==> config.mk <==
export PLATFORM = sky130hd
export DESIGN_NAME = multi_task_heartbeat_watchdog
export DESIGN_NICKNAME = d
export VERILOG_FILES = /design/src/design/mtw_pkg.sv /design/src/design/mtw_task_store.sv /design/src/design/multi_task_heartbeat_watchdog.sv
export SDC_FILE = /design/constraint.sdc
export NUM_CORES = 1
export LEC_CHECK = 0
export ABC_AREA = 1
export BUFFER_PORTS_ARGS = -buffer_cell sky130_fd_sc_hd__buf_2
export CAP_MARGIN = 25
export CELL_PAD_IN_SITES_DETAIL_PLACEMENT = 1
export CELL_PAD_IN_SITES_GLOBAL_PLACEMENT = 1
export CORE_ASPECT_RATIO = 0.75
export CORE_MARGIN = 1
export CORE_UTILIZATION = 53
export CTS_CLUSTER_DIAMETER = 120
export CTS_CLUSTER_SIZE = 25
export DETAILED_ROUTE_END_ITERATION = 12
export PLACE_DENSITY = 0.91
export SETUP_SLACK_MARGIN = 0.4
export SLEW_MARGIN = 5
export SYNTH_ARGS = -nofsm -noshare
export SYNTH_HDL_FRONTEND = slang
export SYNTH_SLANG_ARGS = --single-unit
==> constraint.sdc <==
create_clock -name clk -period 16.1 [get_ports clk]
set_clock_uncertainty 0.1 [all_clocks]
set_input_delay 1.61 -clock clk [delete_from_list [all_inputs] [get_ports clk]]
set_output_delay 1.61 -clock clk [all_outputs]
set_load 0.005 [all_outputs]
==> src/design/mtw_pkg.sv <==
// Package for the multi-task heartbeat watchdog: constants, codes and shared types.
package mtw_pkg;

  localparam int NUM_TASKS = 8;
  localparam int TASK_W    = (NUM_TASKS > 1) ? $clog2(NUM_TASKS) : 1;
  localparam int CNT_W     = $clog2(NUM_TASKS + 1);

  localparam int OP_W     = 3;
  localparam int ID_W     = 3;
  localparam int TICK_W   = 32;
  localparam int STRIKE_W = 9;
  localparam int WIN_W    = 17;

  // Opcodes carried with each input transaction.
  localparam logic [OP_W-1:0] OP_DISABLE   = 3'd0;
  localparam logic [OP_W-1:0] OP_ENABLE    = 3'd1;
  localparam logic [OP_W-1:0] OP_HEARTBEAT = 3'd2;
  localparam logic [OP_W-1:0] OP_LOAD      = 3'd3;
  localparam logic [OP_W-1:0] OP_CHECK     = 3'd4;

  // Configuration register indexes.
  localparam logic [1:0] REG_WDG_ENABLE   = 2'd0;
  localparam logic [1:0] REG_WINDOW_LIMIT = 2'd1;
  localparam logic [1:0] REG_WINDOW_STEP  = 2'd2;
  localparam logic [1:0] REG_STRIKE_LIMIT = 2'd3;

  localparam logic        RST_WDG_ENABLE   = 1'b1;
  localparam logic [15:0] RST_WINDOW_LIMIT = 16'd10000;
  localparam logic [7:0]  RST_WINDOW_STEP  = 8'd2;
  localparam logic [7:0]  RST_STRIKE_LIMIT = 8'd5;

  localparam logic [STRIKE_W-1:0] STRIKE_MAX = '1;

  // Write command into the task store.
  typedef struct packed {
    logic              we;
    logic [OP_W-1:0]   op;
    logic [TASK_W-1:0] idx;
    logic [TICK_W-1:0] data;
  } store_wr_t;

  // Registered read data of one task entry.
  typedef struct packed {
    logic              enabled;
    logic [TICK_W-1:0] stamp;
    logic [TICK_W-1:0] interval;
  } store_rd_t;

endpackage

==> src/design/mtw_task_store.sv <==
// Task store: heartbeat stamp and interval memories with valid bits, and task enable bits.
module mtw_task_store
  import mtw_pkg::*;
(
  input  logic              clk,
  input  logic              rst,
  input  store_wr_t         wr,
  input  logic [TASK_W-1:0] rd_addr,
  output store_rd_t         rd
);

  logic [TICK_W-1:0]    stamp_mem [NUM_TASKS];
  logic [TICK_W-1:0]    ival_mem  [NUM_TASKS];
  logic [NUM_TASKS-1:0] stamp_vld;
  logic [NUM_TASKS-1:0] ival_vld;
  logic [NUM_TASKS-1:0] task_en;

  logic [TICK_W-1:0] stamp_raw;
  logic [TICK_W-1:0] ival_raw;
  logic              stamp_raw_vld;
  logic              ival_raw_vld;
  logic              en_raw;

  // Entries that were never written read as zero through their valid bits.
  always_ff @(posedge clk) begin
    if (rst) begin
      stamp_vld <= '0;
      ival_vld  <= '0;
      task_en   <= '0;
    end else if (wr.we) begin
      case (wr.op)
        OP_DISABLE:   task_en[wr.idx]   <= 1'b0;
        OP_ENABLE:    task_en[wr.idx]   <= 1'b1;
        OP_HEARTBEAT: stamp_vld[wr.idx] <= 1'b1;
        OP_LOAD:      ival_vld[wr.idx]  <= 1'b1;
        default: ;
      endcase
    end
  end

  always_ff @(posedge clk) begin
    if (wr.we && wr.op == OP_HEARTBEAT) begin
      stamp_mem[wr.idx] <= wr.data;
    end
    if (wr.we && wr.op == OP_LOAD) begin
      ival_mem[wr.idx] <= wr.data;
    end
    stamp_raw     <= stamp_mem[rd_addr];
    ival_raw      <= ival_mem[rd_addr];
    stamp_raw_vld <= stamp_vld[rd_addr];
    ival_raw_vld  <= ival_vld[rd_addr];
    en_raw        <= task_en[rd_addr];
  end

  assign rd.enabled  = en_raw;
  assign rd.stamp    = stamp_raw_vld ? stamp_raw : '0;
  assign rd.interval = ival_raw_vld ? ival_raw : '0;

endmodule

==> src/design/multi_task_heartbeat_watchdog.sv <==
// Top level of the multi-task heartbeat watchdog supervisor.
//
//   Channel  Direction  Signals                          Content
//   s_*      in         s_tvalid s_tready s_tdata s_tuser  command transaction
//   m_*      out        m_tvalid m_tready m_tdata          one result per command
//   cfg_*    in         cfg_we cfg_index cfg_data          register writes
//
// A command other than an active check produces its result at the edge that accepts it.
// An active check scans the task store one entry per cycle and finishes on the first
// overdue task or after the last entry; entries are read one at a time through the
// single read port of the task store.
// Reset (rst, synchronous) clears the enable bits, the valid bits of both memories and
// all counters, and loads the register defaults. A stalled result is held in the output
// register; when no scan runs, a new command is taken once it is free or being emptied.
module multi_task_heartbeat_watchdog
  import mtw_pkg::*;
(
  input  logic        clk,
  input  logic        rst,
  input  logic        s_tvalid,
  output logic        s_tready,
  input  logic [71:0] s_tdata,   // task_id[2:0], now_tick[34:3], interval_value[66:35]
  input  logic [2:0]  s_tuser,   // opcode[2:0]
  output logic        m_tvalid,
  input  logic        m_tready,
  output logic [7:0]  m_tdata,   // kick[0], halted[1], overdue_seen[2], overdue_task[5:3]
  input  logic        cfg_we,
  input  logic [1:0]  cfg_index,
  input  logic [15:0] cfg_data
);

  localparam logic ST_IDLE = 1'b0;
  localparam logic ST_SCAN = 1'b1;

  // Configuration registers.
  logic        wdg_enable;
  logic [15:0] window_limit;
  logic [7:0]  window_step;
  logic [7:0]  strike_limit;

  always_ff @(posedge clk) begin
    if (rst) begin
      wdg_enable   <= RST_WDG_ENABLE;
      window_limit <= RST_WINDOW_LIMIT;
      window_step  <= RST_WINDOW_STEP;
      strike_limit <= RST_STRIKE_LIMIT;
    end else if (cfg_we) begin
      case (cfg_index)
        REG_WDG_ENABLE:   wdg_enable   <= cfg_data[0];
        REG_WINDOW_LIMIT: window_limit <= cfg_data;
        REG_WINDOW_STEP:  window_step  <= cfg_data[7:0];
        REG_STRIKE_LIMIT: strike_limit <= cfg_data[7:0];
        default: ;
      endcase
    end
  end

  // Unpack the incoming transaction.
  logic [OP_W-1:0]   in_op;
  logic [ID_W-1:0]   in_id;
  logic [TICK_W-1:0] in_now;
  logic [TICK_W-1:0] in_ival;

  assign in_op   = s_tuser;
  assign in_id   = s_tdata[2:0];
  assign in_now  = s_tdata[34:3];
  assign in_ival = s_tdata[66:35];

  // Control and shared state.
  logic                state;
  logic [CNT_W-1:0]    issue_cnt;
  logic                eval_vld;
  logic [TASK_W-1:0]   eval_idx;
  logic [TICK_W-1:0]   now_hold;
  logic [WIN_W-1:0]    window_count;
  logic [STRIKE_W-1:0] strike_count;
  logic                halt_flag;

  logic accept;
  logic id_ok;
  logic check_active;

  assign s_tready     = (state == ST_IDLE) && (!m_tvalid || m_tready);
  assign accept       = s_tvalid && s_tready;
  assign id_ok        = int'(in_id) < NUM_TASKS;
  assign check_active = (in_op == OP_CHECK) && wdg_enable && !halt_flag;

  // Store writes happen only while idle, and read data is used only while scanning, so
  // a write never touches an entry whose read data is in use in the same cycle.
  store_wr_t         st_wr;
  store_rd_t         st_rd;
  logic [TASK_W-1:0] rd_addr;

  assign st_wr.we   = accept && id_ok && (in_op != OP_CHECK) && (in_op <= OP_LOAD);
  assign st_wr.op   = in_op;
  assign st_wr.idx  = TASK_W'(in_id);
  assign st_wr.data = (in_op == OP_LOAD) ? in_ival : in_now;
  assign rd_addr    = issue_cnt[TASK_W-1:0];

  mtw_task_store u_store (
    .clk     (clk),
    .rst     (rst),
    .wr      (st_wr),
    .rd_addr (rd_addr),
    .rd      (st_rd)
  );

  // Window update taken at the accepting edge of an active check.
  logic [WIN_W-1:0] window_sum;
  logic             window_wrap;

  assign window_sum  = window_count + WIN_W'(window_step);
  assign window_wrap = window_sum > WIN_W'(window_limit);

  // Elapsed ticks with the rollover rule that is one tick short on wrap.
  logic [TICK_W:0]   diff;
  logic [TICK_W-1:0] elapsed;
  logic              hit;

  assign diff    = {1'b0, now_hold} - {1'b0, st_rd.stamp};
  assign elapsed = diff[TICK_W-1:0] - TICK_W'(diff[TICK_W]);
  assign hit     = eval_vld && st_rd.enabled && (st_rd.interval != '0) &&
                   (st_rd.stamp != '0) && (elapsed >= st_rd.interval);

  logic [STRIKE_W-1:0] strike_inc;
  logic                halt_new;
  logic                scan_done;

  assign strike_inc = (strike_count < STRIKE_MAX) ? strike_count + 1'b1 : strike_count;
  assign halt_new   = halt_flag || (strike_inc > STRIKE_W'(strike_limit));
  assign scan_done  = eval_vld && (hit || int'(eval_idx) == NUM_TASKS - 1);

  always_ff @(posedge clk) begin
    if (rst) begin
      state        <= ST_IDLE;
      issue_cnt    <= '0;
      eval_vld     <= 1'b0;
      window_count <= '0;
      strike_count <= '0;
      halt_flag    <= 1'b0;
      m_tvalid     <= 1'b0;
    end else begin
      if (m_tvalid && m_tready) begin
        m_tvalid <= 1'b0;
      end
      case (state)
        ST_IDLE: begin
          if (accept) begin
            if (check_active) begin
              state     <= ST_SCAN;
              issue_cnt <= '0;
              eval_vld  <= 1'b0;
              if (window_wrap) begin
                window_count <= '0;
                strike_count <= '0;
              end else begin
                window_count <= window_sum;
              end
            end else begin
              m_tvalid <= 1'b1;
            end
          end
        end
        ST_SCAN: begin
          if (int'(issue_cnt) < NUM_TASKS) begin
            issue_cnt <= issue_cnt + 1'b1;
            eval_vld  <= 1'b1;
          end else begin
            eval_vld <= 1'b0;
          end
          if (scan_done) begin
            state    <= ST_IDLE;
            eval_vld <= 1'b0;
            m_tvalid <= 1'b1;
            if (hit) begin
              strike_count <= strike_inc;
              halt_flag    <= halt_new;
            end
          end
        end
        default: state <= ST_IDLE;
      endcase
    end
  end

  // Payload registers: index of the entry in flight, held tick, and the result.
  always_ff @(posedge clk) begin
    eval_idx <= rd_addr;
    if (accept) begin
      now_hold <= in_now;
      if (!check_active) begin
        m_tdata <= {2'b00, 3'd0, 1'b0, halt_flag, 1'b0};
      end
    end
    if (state == ST_SCAN && scan_done) begin
      if (hit) begin
        m_tdata <= {2'b00, 3'(eval_idx), 1'b1, halt_new, !halt_new};
      end else begin
        m_tdata <= {2'b00, 3'd0, 1'b0, halt_flag, 1'b1};
      end
    end
  end

endmodule
Word level (Yosys, flattened, before mapping)
Memory sizes are Yosys's and may differ from the RTL's. A register that Yosys moved wholly into a read port is not among the register bits.
Index checks and enable logic that the tools add are counted.
{"block": "op_classes", "n_addsub": 5, "n_mul": 0, "n_div": 0, "n_lt_le_gt_ge": 9, "eq_ne": 16, "shifts": 0, "n_mux": 46, "bitwise_logic": 6, "reduce_logical": 41}
{"op": "32-bit 2-to-1 mux", "count": 3}
{"op": "32-bit nonzero test", "count": 2}
{"op": "9-bit 2-to-1 mux", "count": 6}
{"op": "32-bit by 32-bit subtractor with 33-bit output", "count": 1}
{"op": "32-bit >= comparator", "count": 1}
{"op": "32-bit by 1-bit subtractor with 32-bit output", "count": 1}
{"op": "8-bit 2-to-1 mux", "count": 3}
{"op": "8-bit OR", "count": 3}
{"op": "1-bit 2-to-1 mux", "count": 19}
{"op": "9-bit case mux with 2 select lines", "count": 1}
{"op": "2-bit AND reduction", "count": 9}
{"op": "17-bit by 8-bit adder with 17-bit output", "count": 1}
{"op": "17-bit by 16-bit greater-than comparator with 1-bit output", "count": 1}
{"op": "17-bit 2-to-1 mux", "count": 1}
{"op": "1-bit logical AND", "count": 16}
{"op": "8-bit case mux with 2 select lines", "count": 1}
{"op": "4-bit 2-to-1 mux", "count": 3}
{"op": "9-bit by 1-bit adder with 9-bit output, second input constant", "count": 1}
{"op": "1-bit binary-select mux with 3-bit select", "count": 3}
{"op": "9-bit by 8-bit greater-than comparator with 1-bit output", "count": 1}
{"op": "9-bit less-than comparator, second input constant", "count": 1}
{"op": "3-bit AND reduction", "count": 3}
{"op": "8-bit AND", "count": 1}
{"op": "3-bit by 4-bit less-than comparator with 1-bit output, second input constant", "count": 2}
{"op": "24 further kinds", "count": 39}
{"block": "word_totals", "reg_bits": 137, "latchBits": 0, "ramBits": 512, "mem_bits_ro": 0, "in_bits": 98, "out_inout_bits": 10, "elab_cells": 145, "n_memories": 2}
{"memory": "u_store.ival_mem", "words": 8, "word_bits": 32, "rd": 1, "rd_clocked_by_memory_dff": 1, "write_ports": 1, "line": "mtw_task_store.sv:13", "text": "logic [TICK_W-1:0] ival_mem [NUM_TASKS];"}
{"memory": "u_store.stamp_mem", "words": 8, "word_bits": 32, "rd": 1, "rd_clocked_by_memory_dff": 1, "write_ports": 1, "line": "mtw_task_store.sv:12", "text": "logic [TICK_W-1:0] stamp_mem [NUM_TASKS];"}

Depth between registers and ports, before layout
Gate-level depths: netlist of the first run.
{"block": "depth", "depth_word": 10, "depth_mapped": 43, "mapped_depth_nobuf": 42}

Cells and area by module
From an unflattened synthesis of the first run, not the netlist that was laid out.
{"block": "hier_totals", "hier_cells": 4083, "area_unflattened_um2": 35106.2}
{"mod": "mtw_task_store", "n_inst": 1, "cells_per_inst": 2572, "area_each_um2": 25176.6}
{"mod": "multi_task_heartbeat_watchdog", "n_inst": 1, "cells_per_inst": 1511, "area_each_um2": 9929.5}

Worst setup path before layout of the first run
Ideal clock, no wire load.
{"block": "synth_timing", "path_type": "flip-flop to flip-flop", "start": "register u_store.stamp_raw_vld", "end": "register m_tdata[0] (enable)", "setup_ns": 0.319, "arrival_time_ns": 4.800, "required_time_ns": 15.681, "setup_slack_ns": 10.881, "stages_incl_launch_ff": 42, "n_path_buf": 1, "synth_period_minus_slack_ns": 5.219, "cell_sequence": "dfxtp_1 buf_2 nand2_1 inv_1 ha_1 fa_1 inv_1 nand2_1 nand2_1 nand2_2 inv_1 nand2_1 nand3_2 nand2_1 nand2_1 a221oi_1 ha_1 ha_1 [6 not listed] nand2_2 nor2_2 nand3_2 nor2_4 nand3_1 nand2_1 nand2_1 ha_1 nand2_1 nor2_1 nand2_1 nor4_1 nand4_1 nand3_1 nand2_1 nand2_1 nand3_1 nand2_1"}
{"block": "synth_via", "elab_chain_len": 10, "word_cells_on_any_way": 13, "classes_between": "add/sub: 2; order compare: 1; eq/ne: 1; mux: 1; reduce/logical: 8"}
{"element": "start, declared", "line": "mtw_task_store.sv:20", "text": "logic stamp_raw_vld;"}
{"element": "start signal, assigned", "line": "mtw_task_store.sv:50", "text": "stamp_raw_vld <= stamp_vld[rd_addr];"}
{"element": "32-bit 2-to-1 mux (*)", "line": "mtw_task_store.sv:56", "text": "assign rd.stamp = stamp_raw_vld ? stamp_raw : '0;"}
{"element": "32-bit by 32-bit subtractor with 33-bit output", "line": "multi_task_heartbeat_watchdog.sv:120", "text": "assign diff = {1'b0, now_hold} - {1'b0, st_rd.stamp};"}
{"element": "32-bit by 1-bit subtractor with 32-bit output", "line": "multi_task_heartbeat_watchdog.sv:121", "text": "assign elapsed = diff[TICK_W-1:0] - TICK_W'(diff[TICK_W]);"}
{"element": "32-bit >= comparator", "line": "multi_task_heartbeat_watchdog.sv:123", "text": "(st_rd.stamp != '0) && (elapsed >= st_rd.interval);"}
{"element": "1-bit logical AND (*)", "line": "multi_task_heartbeat_watchdog.sv:123"}
{"element": "1-bit logical OR (*)", "line": "multi_task_heartbeat_watchdog.sv:131", "text": "assign scan_done = eval_vld && (hit || int'(eval_idx) == NUM_TASKS - 1);"}
{"element": "1-bit logical AND (*)", "line": "multi_task_heartbeat_watchdog.sv:131"}
{"element": "1-bit logical AND (*)", "line": "multi_task_heartbeat_watchdog.sv:195", "text": "if (state == ST_SCAN && scan_done) begin"}
{"element": "2-bit by 1-bit inequality test with 1-bit output (no line) or 2-bit nonzero test (tied branches)"}
{"element": "2-bit AND reduction (no line) (*)"}
{"element": "end signal, assigned", "line": "multi_task_heartbeat_watchdog.sv:192", "text": "m_tdata <= {2'b00, 3'd0, 1'b0, halt_flag, 1'b0};"}
{"element": "end signal, assigned", "line": "multi_task_heartbeat_watchdog.sv:197", "text": "m_tdata <= {2'b00, 3'(eval_idx), 1'b1, halt_new, !halt_new};"}
{"element": "end signal, assigned", "line": "multi_task_heartbeat_watchdog.sv:199", "text": "m_tdata <= {2'b00, 3'd0, 1'b0, halt_flag, 1'b1};"}
{"element": "end, declared", "line": "multi_task_heartbeat_watchdog.sv:26", "text": "output logic [7:0] m_tdata,"}
Every way passes the cells marked *; elsewhere a longest branch is shown, timed or not.
A chain may end at the register's enable or synchronous reset.

Final worst setup path of the first run
{"block": "layout_timing", "start": "register u_store.stamp_raw_vld", "end": "register strike_count[5]"}
{"block": "layout_via", "elab_chain_len": 9, "word_cells_on_any_way": 12, "classes_between": "add/sub: 2; order compare: 1; eq/ne: 2; mux: 1; reduce/logical: 6"}
{"element": "32-bit 2-to-1 mux (*)", "line": "mtw_task_store.sv:56"}
{"element": "32-bit by 32-bit subtractor with 33-bit output", "line": "multi_task_heartbeat_watchdog.sv:120"}
{"element": "32-bit by 1-bit subtractor with 32-bit output", "line": "multi_task_heartbeat_watchdog.sv:121"}
{"element": "32-bit >= comparator", "line": "multi_task_heartbeat_watchdog.sv:123"}
{"element": "1-bit logical AND (*)", "line": "multi_task_heartbeat_watchdog.sv:123"}
{"element": "1-bit logical OR", "line": "multi_task_heartbeat_watchdog.sv:131"}
{"element": "1-bit logical AND", "line": "multi_task_heartbeat_watchdog.sv:131"}
{"element": "2-bit by 1-bit inequality test with 1-bit output (no line)"}
{"element": "5-bit AND reduction (no line) (*)"}
{"element": "end signal, assigned", "line": "multi_task_heartbeat_watchdog.sv:176", "text": "strike_count <= strike_inc;"}
{"element": "end, declared", "line": "multi_task_heartbeat_watchdog.sv:76", "text": "logic [STRIKE_W-1:0] strike_count;"}
Marked as above.

==> flow_metrics.tcl, run 1 <==
set metrics [dict create \
    wirelength_um 103000 \
    setup_tns_ns 0 \
    grt_pass1_vias 26100 \
    pre_cts_ws_ns 8.60 \
    rrSetupSlack_ns 8.50 \
    cts_buffers 34 \
    fin_util 0.582 \
    min_path_cells 0 \
    p_sw_uw 868 \
    insertion_delay_ns 0.60 \
    drt_iter0_markers 2645 \
    cts_tree "built" \
    start_util 0.541 \
    dieArea_sq_mm 0.0616 \
    via_per_inst 6.09 \
    hold_violations 0 \
    cp.required_ns 16.53 \
    yosysMostFrequentCell "nor2_1" \
    postCtsHoldBufs 0 \
    synthCells 3289 \
    cts.sinks 711 \
    end_kind "flop" \
    yosysUniqueCellTypes 47 \
    nets 3526 \
    antenna_found_initial 4 \
    grt_start_max_net_pins 162 \
    drive_gt1_frac 0.0800 \
    crit_path_start_kind "flop" \
    core_sq_mm 0.0594 \
    powerDensity_mw_per_mm2 98.2 \
    ctsResizeCount 0 \
    post-route-drc-count 0 \
    clkPwrFrac 0.297 \
    path_max_fanout 32 \
    tightestPinTransition_ns 1.10 \
    die_h_um 215 \
    syn_area_sq_mm 0.0321 \
    period_share 0.472 \
    cp.arrival_ns 8.03 \
    grt.overflow.total 0 \
    p_leak_nw 13.3 \
    grt_pass1_wl_um 154000 \
    rows 77 \
    drv_cap 0 \
    min-delay-start "issue_cnt[2]" \
    rsz0062_at_grt "false" \
    drt_first_pass_iters 5 \
    vias 25200 \
    yosys.area.top_type "edfxtp_1" \
    avgSynthCellArea_sq_um 9.77 \
    worstHoldEndpoint "eval_idx[2]" \
    htreeDepth 2 \
    cts_max_path_buffers 3 \
    synthToLayoutAreaGrowth_pct 7.63 \
    synth_edf_count 550 \
    ys_dominant_reg_cell "edfxtp_1" \
    fin_crit_ns 7.60 \
    slowest_delay_ns 0.58 \
    placedCellCount 4077 \
    r2r_start "u_store.stamp_raw_vld" \
    ios 108 \
    fmax_ghz 0.132 \
    sw_frac_of_total 0.256 \
    setup_violations 0 \
    grt_util_all_layers 0.331 \
    path_buf_inv 6 \
    ys_warn_count 0 \
    fillers 6541 \
    synth.top_cell.area_share 0.514 \
    pwr-share-comb 0.108 \
    setup.worst_path.class "flop to flop" \
    slowest_stage "a221oi_1" \
    place_hpwl_um 69100 \
    post_cts_buffers 0 \
    max_slew_margin 0.259 \
    multi_input_area_sq_mm 0.0111 \
    min_path_type "flop to flop" \
    status "completed" \
    final_cells 4139 \
    seqPwrFrac 0.596 \
    place_area_sq_mm 0.0335 \
    ant_nets 0 \
    p_int_mw 2.53 \
    crit_top_cell "nand2_1" \
    regArea_sq_mm 0.0197 \
    fin_ws_ns 8.50 \
    r2r_cells 41 \
    async_flop_share 0 \
    reg2reg_to "strike_count[5]" \
    cts_root_buffer "clkbuf_16" \
    crit_family "simple AND/OR/NAND/NOR gates" \
    vdd_ir_drop_max_v 0.0000767 \
    fin_area_sq_mm 0.0346 \
    yosysSeqAreaShare 0.614 \
    synth_seq_cells 711 \
    clk_pin_slew_ns 0.11 \
    hold_ws_ns 0.296 \
    maxSlewViolCount 0 \
    wl_per_cell_um 24.9 \
    gp_congestion 0.925 \
    ys_top_cells_by_count "nor2_1, nand2_1, edfxtp_1" \
    power.total_mw 3.40 \
    die_x_um 286 \
    numPortBuffers 100 \
    yosys-top-cells-area "edfxtp_1, dfxtp_1, nor2_1" \
]
-- state kept, by name, summed over array words and instances (netlist names), named ones only --
name and cells:
eval_idx 3, eval_vld 1, halt_flag 1, issue_cnt 4, m_tdata 6, m_tvalid 1
now_hold 32, state 1, strike_count 9, strike_limit 8, u_store.en_raw 1, u_store.ival_mem 256
u_store.ival_raw 32, u_store.ival_raw_vld 1, u_store.ival_vld 8, u_store.stamp_mem 256, u_store.stamp_raw 32, u_store.stamp_raw_vld 1
u_store.stamp_vld 8, wdg_enable 1, window_count 17, window_limit 16, window_step 8
-- power by group through the flow --
stage | registers, mW | clock network (mW) | logic [mW]
4_1_cts | 2.02 | 1.01 | 0.358
3_3_place_gp | 2.06 | 0 | 0.326
2_1_floorplan | 2.05 | 0 | 0.226
3_5_place_dp | 2.06 | 0 | 0.353
5_1_grt | 2.02 | 1.06 | 0.402
6_report | 2.02 | 1.01 | 0.367
-- metal layers --
metal | share of wire | vias to the layer above | global-route usage | wire length, um
met2 | 0.47 | 1191 | 0.545 | 48900
li1 | - | 11300 | - | -
met3 | 0.087 | 195 | 0.0416 | 9000
met5 | 0.00021 | - | 0 | 22
met1 | 0.41 | 12600 | 0.456 | 42000
met4 | 0.031 | 4 | 0.105 | 3160
-- cell families after synthesis --
group | share of synthesized area
and+or+nand+nor | 0.191
DFF | 0.614
AOI/OAI and AO/OA | 0.0971
buffers and inverters | 0.0449
adders and majority gates | 0.0402
xor gates and xnor gates | 0.0120
other | 0.000117
-- cells in the final DEF (no fill, tap or decap), types with 6 or more instances in the layout --
| cell | n |
|---|---|
| nand2_1 | 586 |
| inv_2 | 9 |
| clkbuf_16 | 35 |
| nand3_1 | 109 |
| o211ai_1 | 7 |
| nor2_1 | 621 |
| inv_1 | 229 |
| nand3_2 | 10 |
| o22ai_1 | 67 |
| buf_4 | 32 |
| buf_2 | 100 |
| xnor2_1 | 10 |
| nand4_1 | 41 |
| a311oi_1 | 8 |
| edfxtp_1 | 550 |
| nor3_1 | 24 |
| xor2_1 | 32 |
| ha_1 | 100 |
| nand3b_1 | 7 |
| nand2_2 | 21 |
| a21oi_1 | 89 |
| o21ai_0 | 319 |
| clkbuf_1 | 19 |
| nor2_4 | 22 |
| nor2_2 | 16 |
| dfxtp_1 | 159 |
| nor4_1 | 6 |
| a31oi_1 | 68 |
-- worst reg2reg max path: cells and delay by family (launching register included) --
family	cells	cell delay (ns)
and+or+nand+nor	27	4.09
adders and majority gates	5	1.11
buffers and inverters	6	1.03
AOI/OAI and AO/OA	3	0.85
DFF	1	0.37
-- final cells by class --
type | count | area share
flip-flops and latches | 711 | 0.571
inverters | 244 | 0.0268
clock buffers | 54 | 0.0274
well taps | 790 | 0.0286
repair buffers | 135 | 0.0238
multi-input cells | 2200 | 0.320
diodes | 1 | 0.0000724
clock inverters | 4 | 0.00203
-- worst max path at each step --
stage	end	slack [ns]	cells after the start	start
2_1_floorplan	m_tdata[0]	10.88	41	u_store.stamp_raw_vld
3_3_place_gp	strike_count[6]	9.02	41	u_store.stamp_raw_vld
3_5_place_dp	strike_count[1]	8.60	41	u_store.stamp_raw_vld
4_1_cts	strike_count[4]	8.56	41	u_store.stamp_raw_vld
5_1_grt	strike_count[2]	8.05	41	u_store.stamp_raw_vld
6_report	strike_count[5]	8.50	41	u_store.stamp_raw_vld
Power figures use the tool's default switching activity.
==> run 2, diff against run 1 <==
--- a/config.mk
+++ b/config.mk
@@ -12,11 +12,11 @@
 export CELL_PAD_IN_SITES_GLOBAL_PLACEMENT = 1
 export CORE_ASPECT_RATIO = 0.75
 export CORE_MARGIN = 1
-export CORE_UTILIZATION = 53
+export CORE_UTILIZATION = 44
 export CTS_CLUSTER_DIAMETER = 120
 export CTS_CLUSTER_SIZE = 25
 export DETAILED_ROUTE_END_ITERATION = 12
-export PLACE_DENSITY = 0.91
+export PLACE_DENSITY = 0.81
 export SETUP_SLACK_MARGIN = 0.4
 export SLEW_MARGIN = 5
 export SYNTH_ARGS = -nofsm -noshare
==> constraint.sdc (replaced) <==
create_clock -name clk -period 6.7 [get_ports clk]
set_clock_uncertainty 0.1 [all_clocks]
set_input_delay 0.67 -clock clk [delete_from_list [all_inputs] [get_ports clk]]
set_output_delay 0.67 -clock clk [all_outputs]
set_load 0.005 [all_outputs]
==> run 2 against run 1 <==
Against the previous run:
- clock power rose by 140%
- via count down 3.1%
- utilization decreased by 9.5 points
- cell area increased by 1.4%
- first-iteration DRC count down 25%
- worst hold slack lost 0.14 ns
- non-clock buffer count rose by 15
- critical path type unchanged
==> flow_metrics.tcl, run 2 (synthesis gave the netlist of run 1 again) <==
set metrics [dict create \
    cts_buffers 34 \
    post-route-drc-count 0 \
    cts_root_buffer "clkbuf_16" \
    drv_cap 0 \
    final_cells 4328 \
    drt_iter0_markers 1974 \
    postCtsHoldBufs 0 \
    slowest_delay_ns 0.42 \
    fillers 8024 \
    start_util 0.446 \
    fin_util 0.487 \
    p_leak_nw 13.3 \
    cp.arrival_ns 6.24 \
    fmax_ghz 0.166 \
    ant_nets 0 \
    vias 24500 \
    tightestPinTransition_ns 1.04 \
    crit_path_start_kind "flop" \
    setup_violations 0 \
    drt_first_pass_iters 5 \
    power.total_mw 8.16 \
    seqPwrFrac 0.595 \
    hold_violations 0 \
    max_slew_margin 0.300 \
    regArea_sq_mm 0.0198 \
    antenna_found_initial 5 \
    rsz0062_at_grt "false" \
    insertion_delay_ns 0.60 \
    die_x_um 314 \
    fin_ws_ns 0.689 \
    gp_congestion 0.916 \
    setup.worst_path.class "flop to flop" \
    clk_pin_slew_ns 0.11 \
    fin_crit_ns 6.01 \
    wl_per_cell_um 22.7 \
    cts_tree "built" \
    wirelength_um 98100 \
    synthToLayoutAreaGrowth_pct 9.13 \
    path_max_fanout 16 \
    cp.required_ns 6.93 \
    final_cell_mix "nor2_1, nand2_1, edfxtp_1" \
    nets 3542 \
    place_hpwl_um 65000 \
    vdd_ir_drop_max_v 0.000165 \
    grt_pass1_vias 24800 \
    place_area_sq_mm 0.0338 \
    ios 108 \
    die_h_um 236 \
    core_sq_mm 0.0720 \
    slowest_stage "dfxtp_4" \
    p_sw_mw 2.10 \
    powerDensity_mw_per_mm2 233 \
    grt_start_max_net_pins 145 \
    layout_commonest_cell "nor2_1" \
    grt_pass1_wl_um 146000 \
    htreeDepth 2 \
    fin_area_sq_mm 0.0351 \
    p_int_mw 6.06 \
    period_share 0.897 \
    sw_frac_of_total 0.257 \
    rrSetupSlack_ns 0.69 \
    min_path_type "input port to flop" \
    setup_tns_ns 0 \
    pre_cts_ws_ns 0.283 \
    status "completed" \
    crit_top_cell "nand2_1" \
    via_per_inst 5.65 \
    hold_ws_ns 0.158 \
    end_kind "flop" \
    rows 85 \
    drive_gt1_frac 0.0933 \
    pwr-share-comb 0.108 \
    placedCellCount 4250 \
    dieArea_sq_mm 0.0741 \
    grt_util_all_layers 0.259 \
    cts.sinks 711 \
    cts_max_path_buffers 3 \
    reg_top3 "u_store.ival_mem x256, u_store.stamp_mem x256" \
    numPortBuffers 100 \
    grt.overflow.total 0 \
    clkPwrFrac 0.297 \
    maxSlewViolCount 0 \
    multi_input_area_sq_mm 0.0112 \
]
## run 2: cell types whose count changed in the layout (fill, tap and decap cells not counted), sizes merged
cell,previous run,this run
diode,1,4
buf,135,148
clkbuf,54,58
clkinvlp,0,2
## run 2: critical path, delay by kind of cell (launching register included)
kind	cells	cell delay (ns)
AOI/OAI and AO/OA	2	0.36
adders and majority gates	4	1.00
buffers and inverters	4	0.49
DFF	1	0.42
and+or+nand+nor	29	3.33
## run 2: final timing paths
kind	start	cells past startpoint	end
worst min-delay path	s_tdata[33]	1	now_hold[30]
worst max register to register	u_store.stamp_raw_vld	39	m_tdata[2]
worst max-delay path	u_store.stamp_raw_vld	39	m_tdata[2]
worst min register to register	issue_cnt[2]	0	eval_idx[2]
## run 2: what timing repair did
action                                  in CTS  in global routing
cloned                                       0                  3
buffers inserted                             0                 10
pin swaps                                    0                 16
resized for setup                            2                 37
endpoints found under the setup margin       6                 25
## run 2: power groups by stage
stage	Combinational, mW	Sequential [mW]	Clock (mW)
floorplan	0.544	4.93	0
global placement	0.804	4.95	0
detailed placement	0.844	4.95	0
CTS	0.850	4.85	2.45
global route	0.973	4.86	2.57
finish	0.882	4.86	2.42
## run 2: final cells by class
cell class,instances,area share
well taps,957,0.0341
flip-flops and latches,711,0.563
repair inverters,1,0.000214
repair buffers,150,0.0267
inverters,244,0.0265
diodes,4,0.000285
multi-input cells,2200,0.320
clock inverters,5,0.00218
clock buffers,56,0.0266
## run 2: per-layer routing
layer	vias to the layer above	GRT usage	share of wire
met5	-	0	0.00021
met4	4	0.0785	0.027
met3	154	0.0459	0.069
met2	756	0.413	0.45
met1	12200	0.362	0.45
li1	11300	-	-
